==> src/rtl/cbe_pkg.sv <==
// ----------------------------------------------------------------------------
// cbe_pkg: shared constants for the cubic bezier easing core
// widths, defaults and register indexes
// ----------------------------------------------------------------------------
package cbe_pkg;
    localparam int FRAC_BITS_DEF = 16;
    localparam int MAX_STEPS_DEF = 100;
    localparam int XW = 17;
    localparam int YW = 19;
    localparam int AW = 2;
    localparam int DW = 32;
    localparam logic [AW-1:0] REG_X1 = 2'd0;
    localparam logic [AW-1:0] REG_Y1 = 2'd1;
    localparam logic [AW-1:0] REG_X2 = 2'd2;
    localparam logic [AW-1:0] REG_Y2 = 2'd3;
    localparam logic [XW-1:0] X1_RST = 17'd16384;
    localparam logic [YW-1:0] Y1_RST = 19'sd0;
    localparam logic [XW-1:0] X2_RST = 17'd49152;
    localparam logic [YW-1:0] Y2_RST = 19'sd65536;
endpackage

==> src/rtl/cbe_mul.sv <==
// ----------------------------------------------------------------------------
// cbe_mul: shared fixed point multiplier
// signed product, rounded half away from zero, registered result
// ----------------------------------------------------------------------------
module cbe_mul
    import cbe_pkg::*;
#(
    parameter int FRAC_BITS = FRAC_BITS_DEF,
    parameter int W = 32
)
(
    input  logic                clk,
    input  logic signed [W-1:0] a,
    input  logic signed [W-1:0] b,
    output logic signed [W-1:0] p_reg
);
    logic [W-1:0]   ma;
    logic [W-1:0]   mb;
    logic [2*W-1:0] prod;
    logic [2*W-1:0] rnd;
    logic [W-1:0]   mag_r;
    logic           neg;
    logic signed [W-1:0] p_next;

    always_comb
    begin
        ma     = a[W-1] ? (~a + 1'b1) : a;
        mb     = b[W-1] ? (~b + 1'b1) : b;
        neg    = a[W-1] ^ b[W-1];
        prod   = ma * mb;
        rnd    = (prod + ((2*W)'(1) << (FRAC_BITS - 1))) >> FRAC_BITS;
        mag_r  = rnd[W-1:0];
        p_next = neg ? -$signed(mag_r) : $signed(mag_r);
    end

    always_ff @(posedge clk)
    begin
        p_reg <= p_next;
    end
endmodule

==> src/rtl/cbe_div.sv <==
// ----------------------------------------------------------------------------
// cbe_div: restoring divider for the newton step
// one quotient bit per cycle, magnitude saturated at eight
// ----------------------------------------------------------------------------
module cbe_div
    import cbe_pkg::*;
#(
    parameter int FRAC_BITS = FRAC_BITS_DEF,
    parameter int W = 32
)
(
    input  logic                clk,
    input  logic                rst_n,
    input  logic                go,
    input  logic signed [W-1:0] num,
    input  logic signed [W-1:0] den,
    output logic                done_reg,
    output logic signed [W-1:0] q_out
);
    localparam int NB = FRAC_BITS + 4;
    localparam int CW = $clog2(W + FRAC_BITS + 1);

    logic [W-1:0]  den_reg;
    logic [W:0]    rem_reg;
    logic [W-1:0]  numm_reg;
    logic [NB-1:0] q_reg;
    logic [CW-1:0] cnt_reg;
    logic          busy_reg;
    logic          neg_reg;
    logic [W:0]    trial;
    logic [W-1:0]  lim;
    logic [W-1:0]  qm;

    assign trial = {rem_reg[W-1:0], numm_reg[W-1]};
    assign lim   = W'(8) << FRAC_BITS;
    assign qm    = (q_reg[NB-1] || (W'(q_reg) >= lim)) ? lim : W'(q_reg);
    assign q_out = neg_reg ? -$signed(qm) : $signed(qm);

    // integer part is covered by shifting the numerator in; bits above
    // three integer bits saturate
    always_ff @(posedge clk or negedge rst_n)
    begin
        if (!rst_n)
        begin
            busy_reg <= 1'b0;
            done_reg <= 1'b0;
            cnt_reg  <= '0;
        end
        else
        begin
            done_reg <= 1'b0;
            if (go)
            begin
                busy_reg <= 1'b1;
                cnt_reg  <= '0;
            end
            else if (busy_reg)
            begin
                cnt_reg <= cnt_reg + 1'b1;
                if (cnt_reg == CW'(W + FRAC_BITS - 1))
                begin
                    busy_reg <= 1'b0;
                    done_reg <= 1'b1;
                end
            end
        end
    end

    always_ff @(posedge clk)
    begin
        if (go)
        begin
            numm_reg <= num[W-1] ? (~num + 1'b1) : num;
            den_reg  <= den[W-1] ? (~den + 1'b1) : den;
            neg_reg  <= num[W-1] ^ den[W-1];
            rem_reg  <= '0;
            q_reg    <= '0;
        end
        else if (busy_reg)
        begin
            numm_reg <= {numm_reg[W-2:0], 1'b0};
            if (trial >= {1'b0, den_reg})
            begin
                rem_reg <= trial - {1'b0, den_reg};
                q_reg   <= (q_reg[NB-1] ? q_reg : {q_reg[NB-2:0], 1'b1})
                           | {q_reg[NB-1], {(NB-1){1'b0}}};
            end
            else
            begin
                rem_reg <= trial;
                q_reg   <= q_reg[NB-1] ? q_reg : {q_reg[NB-2:0], 1'b0};
            end
        end
    end
endmodule

==> src/rtl/cubic_bezier_easing_core.sv <==
// ----------------------------------------------------------------------------
// cubic_bezier_easing_core: css style cubic bezier easing
// newton solve of x(t) = progress, then y(t), on one shared multiplier
// ----------------------------------------------------------------------------
// each newton step: five products on the shared multiplier, a divider run and
// one update; the result strobe follows the y(t) products on convergence, or
// comes straight after the last update when the steps run out
// throughput: one item at a time, busy high until the result strobe
// the result is shown for one cycle on done; the receiver cannot stall
// reset: control registers take their default curve, sequencer goes idle
module cubic_bezier_easing_core
    import cbe_pkg::*;
#(
    parameter int MAX_STEPS = MAX_STEPS_DEF
)
(
    input  logic                 clk,
    input  logic                 rst_n,
    input  logic                 cfg_valid,
    output logic                 cfg_ready,
    input  logic [AW-1:0]        cfg_index,
    input  logic [DW-1:0]        cfg_data,
    input  logic                 start,
    output logic                 busy,
    input  logic [XW-1:0]        progress,
    output logic                 done,
    output logic signed [YW-1:0] eased_value,
    output logic                 failed
);
    // port widths fix the number of fraction bits
    localparam int FRAC_BITS = FRAC_BITS_DEF;
    localparam int W  = 32;
    localparam int SW = $clog2(MAX_STEPS + 1);
    localparam logic signed [W-1:0] ONE = W'(1) <<< FRAC_BITS;

    // sequencer states
    localparam logic [3:0] S_IDLE = 4'd0;
    localparam logic [3:0] S_M1   = 4'd1;
    localparam logic [3:0] S_M2   = 4'd2;
    localparam logic [3:0] S_M3   = 4'd3;
    localparam logic [3:0] S_D1   = 4'd4;
    localparam logic [3:0] S_D2   = 4'd5;
    localparam logic [3:0] S_DIV  = 4'd6;
    localparam logic [3:0] S_UPD  = 4'd7;
    localparam logic [3:0] S_Y1   = 4'd8;
    localparam logic [3:0] S_Y2   = 4'd9;
    localparam logic [3:0] S_Y3   = 4'd10;
    localparam logic [3:0] S_OUT  = 4'd11;

    logic [XW-1:0] x1_reg, x2_reg;
    logic [YW-1:0] y1_reg, y2_reg;
    logic [3:0]    st_reg;
    logic          ph_reg;
    logic [SW-1:0] step_reg;
    logic signed [W-1:0] t_reg, acc_reg, tgt_reg, f_reg;
    logic signed [W-1:0] ma, mb, mp, d_sum;
    logic signed [W-1:0] ax, bx, cx, ay, by, cy;
    logic signed [W-1:0] px1, px2, py1, py2;
    logic signed [W-1:0] q, tn, tc;
    logic          dgo, ddone;
    logic          done_reg, fail_reg;
    logic signed [YW-1:0] y_reg;

    assign cfg_ready   = 1'b1;
    assign busy        = (st_reg != S_IDLE);
    assign done        = done_reg;
    assign failed      = fail_reg;
    assign eased_value = y_reg;

    always_comb
    begin
        px1 = (x1_reg > XW'(ONE)) ? ONE : W'(x1_reg);
        px2 = (x2_reg > XW'(ONE)) ? ONE : W'(x2_reg);
        py1 = W'(signed'(y1_reg));
        py2 = W'(signed'(y2_reg));
        ax  = ONE + 3 * px1 - 3 * px2;
        bx  = 3 * px2 - 6 * px1;
        cx  = 3 * px1;
        ay  = ONE + 3 * py1 - 3 * py2;
        by  = 3 * py2 - 6 * py1;
        cy  = 3 * py1;
    end

    // operand select for the shared multiplier
    always_comb
    begin
        ma = acc_reg;
        mb = t_reg;
        case (st_reg)
            S_M1:    ma = ax;
            S_D1:    ma = 3 * ax;
            S_Y1:    ma = ay;
            default: ma = acc_reg;
        endcase
    end

    cbe_mul #(.FRAC_BITS(FRAC_BITS), .W(W)) u_mul
    (
        .clk   (clk),
        .a     (ma),
        .b     (mb),
        .p_reg (mp)
    );

    // derivative straight from the last product, so the divider sees it
    // at the same edge that starts it
    assign d_sum = mp + cx;

    cbe_div #(.FRAC_BITS(FRAC_BITS), .W(W)) u_div
    (
        .clk      (clk),
        .rst_n    (rst_n),
        .go       (dgo),
        .num      (f_reg),
        .den      (d_sum),
        .done_reg (ddone),
        .q_out    (q)
    );

    assign dgo = (st_reg == S_D2) && ph_reg && (d_sum != '0);

    always_comb
    begin
        tn = t_reg - q;
        if (tn > 4 * ONE)
            tc = 4 * ONE;
        else if (tn < -4 * ONE)
            tc = -4 * ONE;
        else
            tc = tn;
    end

    always_ff @(posedge clk or negedge rst_n)
    begin
        if (!rst_n)
        begin
            x1_reg <= X1_RST;
            y1_reg <= Y1_RST;
            x2_reg <= X2_RST;
            y2_reg <= Y2_RST;
        end
        else if (cfg_valid)
        begin
            case (cfg_index)
                REG_X1:  x1_reg <= cfg_data[XW-1:0];
                REG_Y1:  y1_reg <= cfg_data[YW-1:0];
                REG_X2:  x2_reg <= cfg_data[XW-1:0];
                REG_Y2:  y2_reg <= cfg_data[YW-1:0];
                default: ;
            endcase
        end
    end

    // each product state: phase 0 issues, phase 1 takes the registered product
    always_ff @(posedge clk or negedge rst_n)
    begin
        if (!rst_n)
        begin
            st_reg   <= S_IDLE;
            ph_reg   <= 1'b0;
            done_reg <= 1'b0;
            fail_reg <= 1'b0;
            step_reg <= '0;
            tgt_reg  <= '0;
            t_reg    <= '0;
            acc_reg  <= '0;
            f_reg    <= '0;
            y_reg    <= '0;
        end
        else
        begin
            done_reg <= 1'b0;
            ph_reg   <= ~ph_reg;
            case (st_reg)
                S_IDLE:
                begin
                    if (start)
                    begin
                        tgt_reg  <= (progress > XW'(ONE)) ? ONE : W'(progress);
                        t_reg    <= ONE >>> 1;
                        step_reg <= '0;
                        st_reg   <= S_M1;
                        ph_reg   <= 1'b0;
                    end
                end
                // x(t) in horner form: a*t, then +b times t, then +c times t
                S_M1:
                begin
                    if (ph_reg)
                    begin
                        acc_reg <= mp + bx;
                        st_reg  <= S_M2;
                        ph_reg  <= 1'b0;
                    end
                end
                S_M2:
                begin
                    if (ph_reg)
                    begin
                        acc_reg <= mp + cx;
                        st_reg  <= S_M3;
                        ph_reg  <= 1'b0;
                    end
                end
                S_M3:
                begin
                    if (ph_reg)
                    begin
                        f_reg  <= mp - tgt_reg;
                        st_reg <= S_D1;
                        ph_reg <= 1'b0;
                    end
                end
                // x'(t): 3a*t, then +2b times t, then +c
                S_D1:
                begin
                    if (ph_reg)
                    begin
                        acc_reg <= mp + 2 * bx;
                        st_reg  <= S_D2;
                        ph_reg  <= 1'b0;
                    end
                end
                S_D2:
                begin
                    if (ph_reg)
                    begin
                        // flat derivative: the solve gives up
                        if (d_sum == '0)
                        begin
                            fail_reg <= 1'b1;
                            y_reg    <= '0;
                            st_reg   <= S_OUT;
                        end
                        else
                            st_reg <= S_DIV;
                    end
                end
                S_DIV:
                begin
                    if (ddone)
                        st_reg <= S_UPD;
                end
                S_UPD:
                begin
                    t_reg    <= tc;
                    step_reg <= step_reg + 1'b1;
                    ph_reg   <= 1'b0;
                    if (q <= 1 && q >= -1)
                        st_reg <= S_Y1;
                    else if (step_reg == SW'(MAX_STEPS - 1))
                    begin
                        fail_reg <= 1'b1;
                        y_reg    <= '0;
                        st_reg   <= S_OUT;
                    end
                    else
                        st_reg <= S_M1;
                end
                // y(t) on the solved parameter
                S_Y1:
                begin
                    if (ph_reg)
                    begin
                        acc_reg <= mp + by;
                        st_reg  <= S_Y2;
                        ph_reg  <= 1'b0;
                    end
                end
                S_Y2:
                begin
                    if (ph_reg)
                    begin
                        acc_reg <= mp + cy;
                        st_reg  <= S_Y3;
                        ph_reg  <= 1'b0;
                    end
                end
                S_Y3:
                begin
                    if (ph_reg)
                    begin
                        fail_reg <= 1'b0;
                        if (mp > W'(262143))
                            y_reg <= YW'(262143);
                        else if (mp < -W'(262144))
                            y_reg <= YW'(-262144);
                        else
                            y_reg <= mp[YW-1:0];
                        st_reg <= S_OUT;
                    end
                end
                S_OUT:
                begin
                    done_reg <= 1'b1;
                    st_reg   <= S_IDLE;
                end
                default: st_reg <= S_IDLE;
            endcase
        end
    end
endmodule
==> config.mk <==
export PLATFORM = sky130hd
export DESIGN_NAME = cubic_bezier_easing_core
export DESIGN_NICKNAME = d
export VERILOG_FILES = /design/src/rtl/cbe_pkg.sv /design/src/rtl/cbe_mul.sv /design/src/rtl/cbe_div.sv /design/src/rtl/cubic_bezier_easing_core.sv
export SDC_FILE = /design/constraint.sdc
export NUM_CORES = 2
export LEC_CHECK = 0
export BUFFER_PORTS_ARGS = -buffer_cell sky130_fd_sc_hd__clkbuf_2
export CAP_MARGIN = 10
export CORE_MARGIN = 3
export CORE_UTILIZATION = 32
export CTS_BUF_LIST = sky130_fd_sc_hd__clkbuf_8
export DETAILED_ROUTE_END_ITERATION = 12
export PLACE_DENSITY = 0.55
export SETUP_SLACK_MARGIN = 0.4
export SYNTH_ARGS = -nofsm -noshare
export SYNTH_HDL_FRONTEND = slang
export SYNTH_SLANG_ARGS = --single-unit
==> constraint.sdc <==
create_clock -name clk -period 32 [get_ports clk]
set_clock_uncertainty 0.1 [all_clocks]
set_input_delay 4.8 -clock clk [delete_from_list [all_inputs] [get_ports clk]]
set_output_delay 4.8 -clock clk [all_outputs]
set_load 0.02 [all_outputs]
# After elaboration in Yosys (flattened, before gate mapping)
# Cells that the tools add are included.
[totals]
elab_cells = 199
register_bits = 390
output_inout_bits = 23
[op_classes]
n_eq_ne = 30
n_mul = 8
n_addsub = 23
muxes = 69
reduce_logical = 25
n_bitwise = 8
magnitude_cmp = 11
[op_table]
columns = ["op", "count"]
rows = [
  ["two-way mux 32 bit", 16],
  ["case mux 32 bit (5 select lines)", 1],
  ["two-way mux 19 bit", 7],
  ["adder 32 x 1 -> 32 bit, second input constant", 4],
  ["NOT 32 bit", 4],
  ["subtractor 32 bit", 4],
  ["case mux 32 bit (3 select lines)", 1],
  ["two-way mux 20 bit", 4],
  ["multiplier 3 x 19 -> 22 bit, first input constant", 3],
  ["adder 32 x 22 -> 32 bit", 2],
  ["less-than comparator 32 x 19 -> 1 bit, second input constant", 2],
  ["negation 32 bit", 2],
  ["case mux 32 bit (2 select lines)", 1],
  ["multiplier 2 x 17 -> 19 bit, first input constant", 3],
  ["case mux 19 bit (3 select lines)", 1],
  ["two-way mux 4 bit", 13],
  ["> comparator 17 bit, second input constant", 3],
  ["two-way mux 17 bit", 3],
  ["adder 48 x 16 -> 48 bit, second input constant", 1],
  ["multiplier 32 x 32 -> 48 bit", 1],
  ["case mux 4 bit (11 select lines)", 1],
  [">= comparator 33 x 32 -> 1 bit", 1],
  ["adder 18 x 32 -> 32 bit, first input constant", 1],
  ["adder 32 x 20 -> 32 bit", 1],
  ["47 further kinds", 94],
]

# Longest topological paths before layout
[depth]
ltp_word = 14
ltp_mapped = 76
depth_no_buf = 69

# Cells and area by module
# From an unflattened synthesis, not the netlist that was laid out.
[hier_totals]
cells_unflattened = 8257
area_unflattened_um2 = 68408.1
[modules_own_cells]
columns = ["module", "area_each_um2", "n_inst", "cells_each", "seq_area_each_um2"]
rows = [
  ["cbe_mul", 30830.8, 1, 3638, 640.6],
  ["cubic_bezier_easing_core", 29064.1, 1, 3628, 5460.2],
  ["cbe_div", 8513.2, 1, 991, 3193.1],
]

# Least setup slack after synthesis
# OpenSTA, ideal clock, no wires.
[synth_timing]
kind = "register to register"
startpoint = "register x1_reg[1]"
endpoint = "register u_mul.p_reg[30]"
setup_ns = 0.124
arrival_ns = 16.002
n_path_buf = 7
t_required_ns = 31.776
setup_slack_ns = 15.774
synth_period_minus_slack_ns = 16.226
path_stages_with_launch = 68
path_cell_list = "dfrtp_1 -> clkbuf_1 -> or4_1 -> o41ai_1 -> clkbuf_1 -> and2_1 -> ha_1 -> nand2_1 -> a21oi_1 -> o21ai_0 -> a21oi_1 -> o21a_1 -> o21a_1 -> o21ai_0 -> nand2b_1 -> a21o_1 -> a21o_1 -> xnor2_1 -> [... 32 more ...] -> inv_1 -> fa_1 -> inv_1 -> fa_1 -> inv_1 -> ha_1 -> clkbuf_1 -> nand4_1 -> nor3_1 -> nand2_1 -> o221a_2 -> o31ai_1 -> xor2_1 -> nor4_1 -> nand2_1 -> or3_1 -> o31a_1 -> xor2_1"
[synth_via]
elab_chain_len = 14
word_cells_on_any_way = 15
classes_between = "add/sub (5); mul (3); order compare (1); mux (4); bitwise (2)"
[synth_rtl]
columns = ["element", "line", "text"]
rows = [
  ["start, declared", "cubic_bezier_easing_core.sv:50", "logic [XW-1:0] x1_reg, x2_reg;"],
  ["start signal, assigned", "cubic_bezier_easing_core.sv:145", "REG_X1: x1_reg <= cfg_data[XW-1:0];"],
  ["> comparator 17 bit", "cubic_bezier_easing_core.sv:72", "px1 = (x1_reg > XW'(ONE)) ? ONE : W'(x1_reg);"],
  ["two-way mux 17 bit (*)", "cubic_bezier_easing_core.sv:72", ""],
  ["multiplier 2 x 17 -> 19 bit (*)", "cubic_bezier_easing_core.sv:76", "ax = ONE + 3 * px1 - 3 * px2;"],
  ["adder 18 x 32 -> 32 bit (*)", "cubic_bezier_easing_core.sv:76", ""],
  ["subtractor 32 bit (*)", "cubic_bezier_easing_core.sv:76", ""],
  ["multiplier 3 x 32 -> 32 bit", "cubic_bezier_easing_core.sv:91", "S_D1: ma = 3 * ax;"],
  ["case mux 32 bit (3 select lines) (*)", "cubic_bezier_easing_core.sv:89", "case (st_reg)"],
  ["NOT 32 bit", "cbe_mul.sv:27", "ma = a[W-1] ? (~a + 1'b1) : a;"],
  ["adder 32 x 1 -> 32 bit", "cbe_mul.sv:27", ""],
  ["two-way mux 32 bit", "cbe_mul.sv:27", ""],
  ["multiplier 32 x 32 -> 48 bit", "cbe_mul.sv:30", "prod = ma * mb;"],
  ["adder 48 x 16 -> 48 bit", "cbe_mul.sv:31", "rnd = (prod + ((2*W)'(1) << (FRAC_BITS - 1))) >> FRAC_BITS;"],
  ["negation 32 bit", "cbe_mul.sv:33", "p_next = neg ? -$signed(mag_r) : $signed(mag_r);"],
  ["two-way mux 32 bit (*)", "cbe_mul.sv:33", ""],
  ["named net u_mul.p_next[30]", "cbe_mul.sv:23", "logic signed [W-1:0] p_next;"],
  ["end signal, assigned", "cbe_mul.sv:38", "p_reg <= p_next;"],
  ["end, declared", "cbe_mul.sv:15", "output logic signed [W-1:0] p_reg"],
]
# The timed path passes the listed nets; every way through them passes the cells marked *.
# A chain may end at the register's enable or synchronous reset.

# Worst setup path after layout
[layout_timing]
startpoint = "register x2_reg[5]"
endpoint = "register u_mul.p_reg[27]"
[layout_via]
elab_chain_len = 13
word_cells_on_any_way = 14
classes_between = "add/sub (4); mul (3); order compare (1); mux (4); bitwise (2)"
[layout_rtl]
columns = ["element", "line", "text"]
rows = [
  ["start, declared", "cubic_bezier_easing_core.sv:50", ""],
  ["start signal, assigned", "cubic_bezier_easing_core.sv:147", "REG_X2: x2_reg <= cfg_data[XW-1:0];"],
  ["> comparator 17 bit", "cubic_bezier_easing_core.sv:73", "px2 = (x2_reg > XW'(ONE)) ? ONE : W'(x2_reg);"],
  ["two-way mux 17 bit (*)", "cubic_bezier_easing_core.sv:73", ""],
  ["multiplier 2 x 17 -> 19 bit (*)", "cubic_bezier_easing_core.sv:76", ""],
  ["subtractor 32 bit (*)", "cubic_bezier_easing_core.sv:76", ""],
  ["multiplier 3 x 32 -> 32 bit", "cubic_bezier_easing_core.sv:91", ""],
  ["case mux 32 bit (3 select lines) (*)", "cubic_bezier_easing_core.sv:89", ""],
  ["NOT 32 bit", "cbe_mul.sv:27", ""],
  ["adder 32 x 1 -> 32 bit", "cbe_mul.sv:27", ""],
  ["two-way mux 32 bit", "cbe_mul.sv:27", ""],
  ["multiplier 32 x 32 -> 48 bit", "cbe_mul.sv:30", ""],
  ["adder 48 x 16 -> 48 bit", "cbe_mul.sv:31", ""],
  ["negation 32 bit", "cbe_mul.sv:33", ""],
  ["two-way mux 32 bit (*)", "cbe_mul.sv:33", ""],
  ["named net u_mul.p_next[27]", "cbe_mul.sv:23", ""],
]
# Marks and branches as above.

==> flow_summary_export.csv <==
group,metric,value,unit
hold_path,hold_depth,2,
routing,vias,57208,
clock_network,clock_sinks,375,
setup_path,crit_family,"adder cells",
clock_network,post_cts.repair.setup_buffers,0,
grt,grt-ovfl-total,0,
die,start_util,32.3,%
timing,rsz0062_at_grt,"no",
synth,yosysSeqAreaShare,13.9,%
synth,syn_area_per_cell,8.32,µm²
synth,synth_cell_types,114,
timing,setup_tns,0,ns
cells_and_area,fin_area,0.0731,mm²
cells_and_area,register_area,0.00930,mm²
synth,synth_edf_count,65,
setup_path,cp_slowest_stage_delay,0.72,ns
routing,dr.pass1.iters,7,
synth,synth_ff_type,"dfrtp_1",
setup_path,reg2reg_to,"u_mul.p_reg[27]",
grt,use_met1,27.0,%
clock_network,cts_hold_buf,0,
placed_design,dpl-instance-area,0.0715,mm²
placed_design,dpl_worst_slack,13.60,ns
routing,detail-route-antenna-nets,0,
die,rows,167,
clock_network,cts_buffer_depth,3,
grt,grt_usage,21.2,%
clock_network,cts_made_buffers,74,
synth,synth_top_cell_area_share,24.6,%
routing,drt_iter0_drc,4100,
placed_design,portBuffers,63,
setup_path,critPathKind,"reg -> reg",
synth,synthTopCellsByArea,"fa_1 (25%), ha_1 (12%), dfrtp_1 (8.3%), inv_1 (6.9%), nand2_1 (4.9%)",
clock_network,path_clk_slew,0.06,ns
routing,wirelength,230000,µm
setup_path,r2r_setup_slack,13.46,ns
clock_network,cts_tree,"yes",
setup_path,startpoint_type,"register",
grt,grt_pass1_wl,351000,µm
cells_and_area,final_cell_mix,"inv_1 (1,265), nand2_1 (865), fa_1 (823)",
grt,grt_max_degree,101,
setup_path,path_buf_inv,9,
setup_path,cp.arrival,19.09,ns
die,die_h,463,µm
synth,synth.cell_area,0.0669,mm²
clock_network,insertion_delay,0.77,ns
grt,busiest_layer,"met2",
clock_network,htree_levels,3,
placed_design,place_hpwl,182000,µm
grt,grt_pass1_vias,58591,
timing,post-route-min-period,18.54,ns
cells_and_area,multi_input_area,0.0523,mm²
timing,max_freq,53.9,MHz
setup_path,crit_top_cell,"fa_1",
setup_path,slowest_stage,"or4_1",
grt,grt_use_met2,35.3,%
grt,grt_antenna_before_repair,10,
setup_path,crit_path_end_kind,"register",
synth,yosys_warnings,0,
hold_path,hold_end,"u_div.rem_reg[31]",
die,dieWidth,463,µm
timing,post-route-period-util,57.9,%
die,core,0.207,mm²
clock_network,cts_resized,0,
cells_and_area,syn_to_final_growth,9.17,%
setup_path,crit-reg2reg-launch,"x2_reg[5]",
routing,remaining_drc_errors,0,
job,maxCapViolations,0,
die,die_area,0.215,mm²
timing,setup_slack,13.46,ns
timing,slew_headroom,15.8,%
cells_and_area,drive_gt1_share,7.15,%
grt,grt_util_met3,2.97,%
routing,wl_per_cell,21.1,µm
timing,report.final.slew_viol_count,0,
synth,async_flop_share,60.3,%
setup_path,worstPathRequired,32.55,ns
synth,synth_cells,8046,
timing,tightest_slew,1.26,ns
cells_and_area,final_nets,9550,
timing,hold_viol,0,
hold_path,holdCritPathClass,"reg -> reg",
die,ios,78,
setup_path,reg2regPathDepth,64,
hold_path,worstHoldStart,"u_div.rem_reg[31]",
synth,ys_ff_latch,375,
cells_and_area,mostFrequentLayoutCell,"inv_1",
cells_and_area,n_fill_cell,21573,
outcome,status,"finished, final reports clean",
setup_path,cp_max_fo,20,
routing,viasPerCell,5.25,
synth,yosysTopAreaCell,"fa_1",
synth,synthesis.nets,9555,
placed_design,gp_congestion,0.954,
clock_network,root_buffer,"clkbuf_8",
timing,finalSetupViolCount,0,
-- per-layer routing --
layer  part of all wire [%]  vias to the layer above
li1                       -                    26368
met1                     42                    28600
met2                     47                     1775
met3                    5.8                      459
met4                    5.5                        6
met5                  0.020                        -
-- how the worst max path moves through the flow --
stage | start | cells after the start | endpoint | slack, ns
3_5_place_dp | x2_reg[5] | 65 | u_mul.p_reg[27] | 13.60
5_1_grt | x2_reg[5] | 64 | u_mul.p_reg[26] | 12.29
2_1_floorplan | x1_reg[1] | 67 | u_mul.p_reg[30] | 15.77
4_1_cts | x2_reg[5] | 65 | u_mul.p_reg[27] | 13.53
6_report | x2_reg[5] | 64 | u_mul.p_reg[27] | 13.46
3_3_place_gp | x2_reg[5] | 65 | u_mul.p_reg[31] | 13.72
-- cells by family (layout without fill, tap and decap cells) --
| kind of cell | after synthesis | count (layout) | synth area share, % |
|---|---|---|---|
| fa+ha+maj | 1458 | 1458 | 36.5 |
| compound gates | 1462 | 1462 | 14.3 |
| simple gates | 2529 | 2529 | 17.4 |
| other cells | 1 | 6 | 0.00560 |
| buf+inv | 1567 | 1623 | 8.84 |
| xor+xnor | 532 | 532 | 7.05 |
| mux | 122 | 122 | 1.98 |
| flops | 375 | 375 | 13.9 |
-- worst reg2reg max path, delay by kind of cell (launching register included) --
family | cells | cell delay [ns]
buffers and inverters | 9 | 1.28
adders and majority gates | 14 | 6.23
DFF | 1 | 0.57
xor gates and xnor gates | 5 | 1.70
and+or+nand+nor | 13 | 2.78
AOI/OAI and AO/OA | 23 | 5.84
-- cell type report --
type | count | area share [%]
multi-input cells | 6104 | 71.6
flip-flops and latches | 375 | 12.7
inverters | 1243 | 6.39
well taps | 2788 | 4.77
repair buffers | 243 | 2.33
clock buffers | 90 | 1.70
clock inverters | 47 | 0.435
diodes | 5 | 0.0171
-- Yosys cell counts, drive strengths merged, types with 125 or more instances --
| cell | number |
|---|---|
| inv | 1240 |
| dfrtp | 222 |
| and2 | 125 |
| a21oi | 366 |
| clkbuf | 296 |
| xnor2 | 334 |
| nor2 | 800 |
| ha | 631 |
| o21ai | 355 |
| xor2 | 195 |
| fa | 823 |
| nand2 | 866 |
-- stage by stage --
step                util [%]  hold slack (ns)  std cells
finish                  35.2            0.370      10895
global route            35.2            0.398      10891
CTS                     35.2            0.374      10888
detailed placement      34.4            0.363      10751
global placement        34.4            0.358      10751
floorplan                  -            0.340       8046
Power is left out: the tool's default activity adds up to more than one toggle a clock period on the data nets, which glitch-free logic cannot reach.
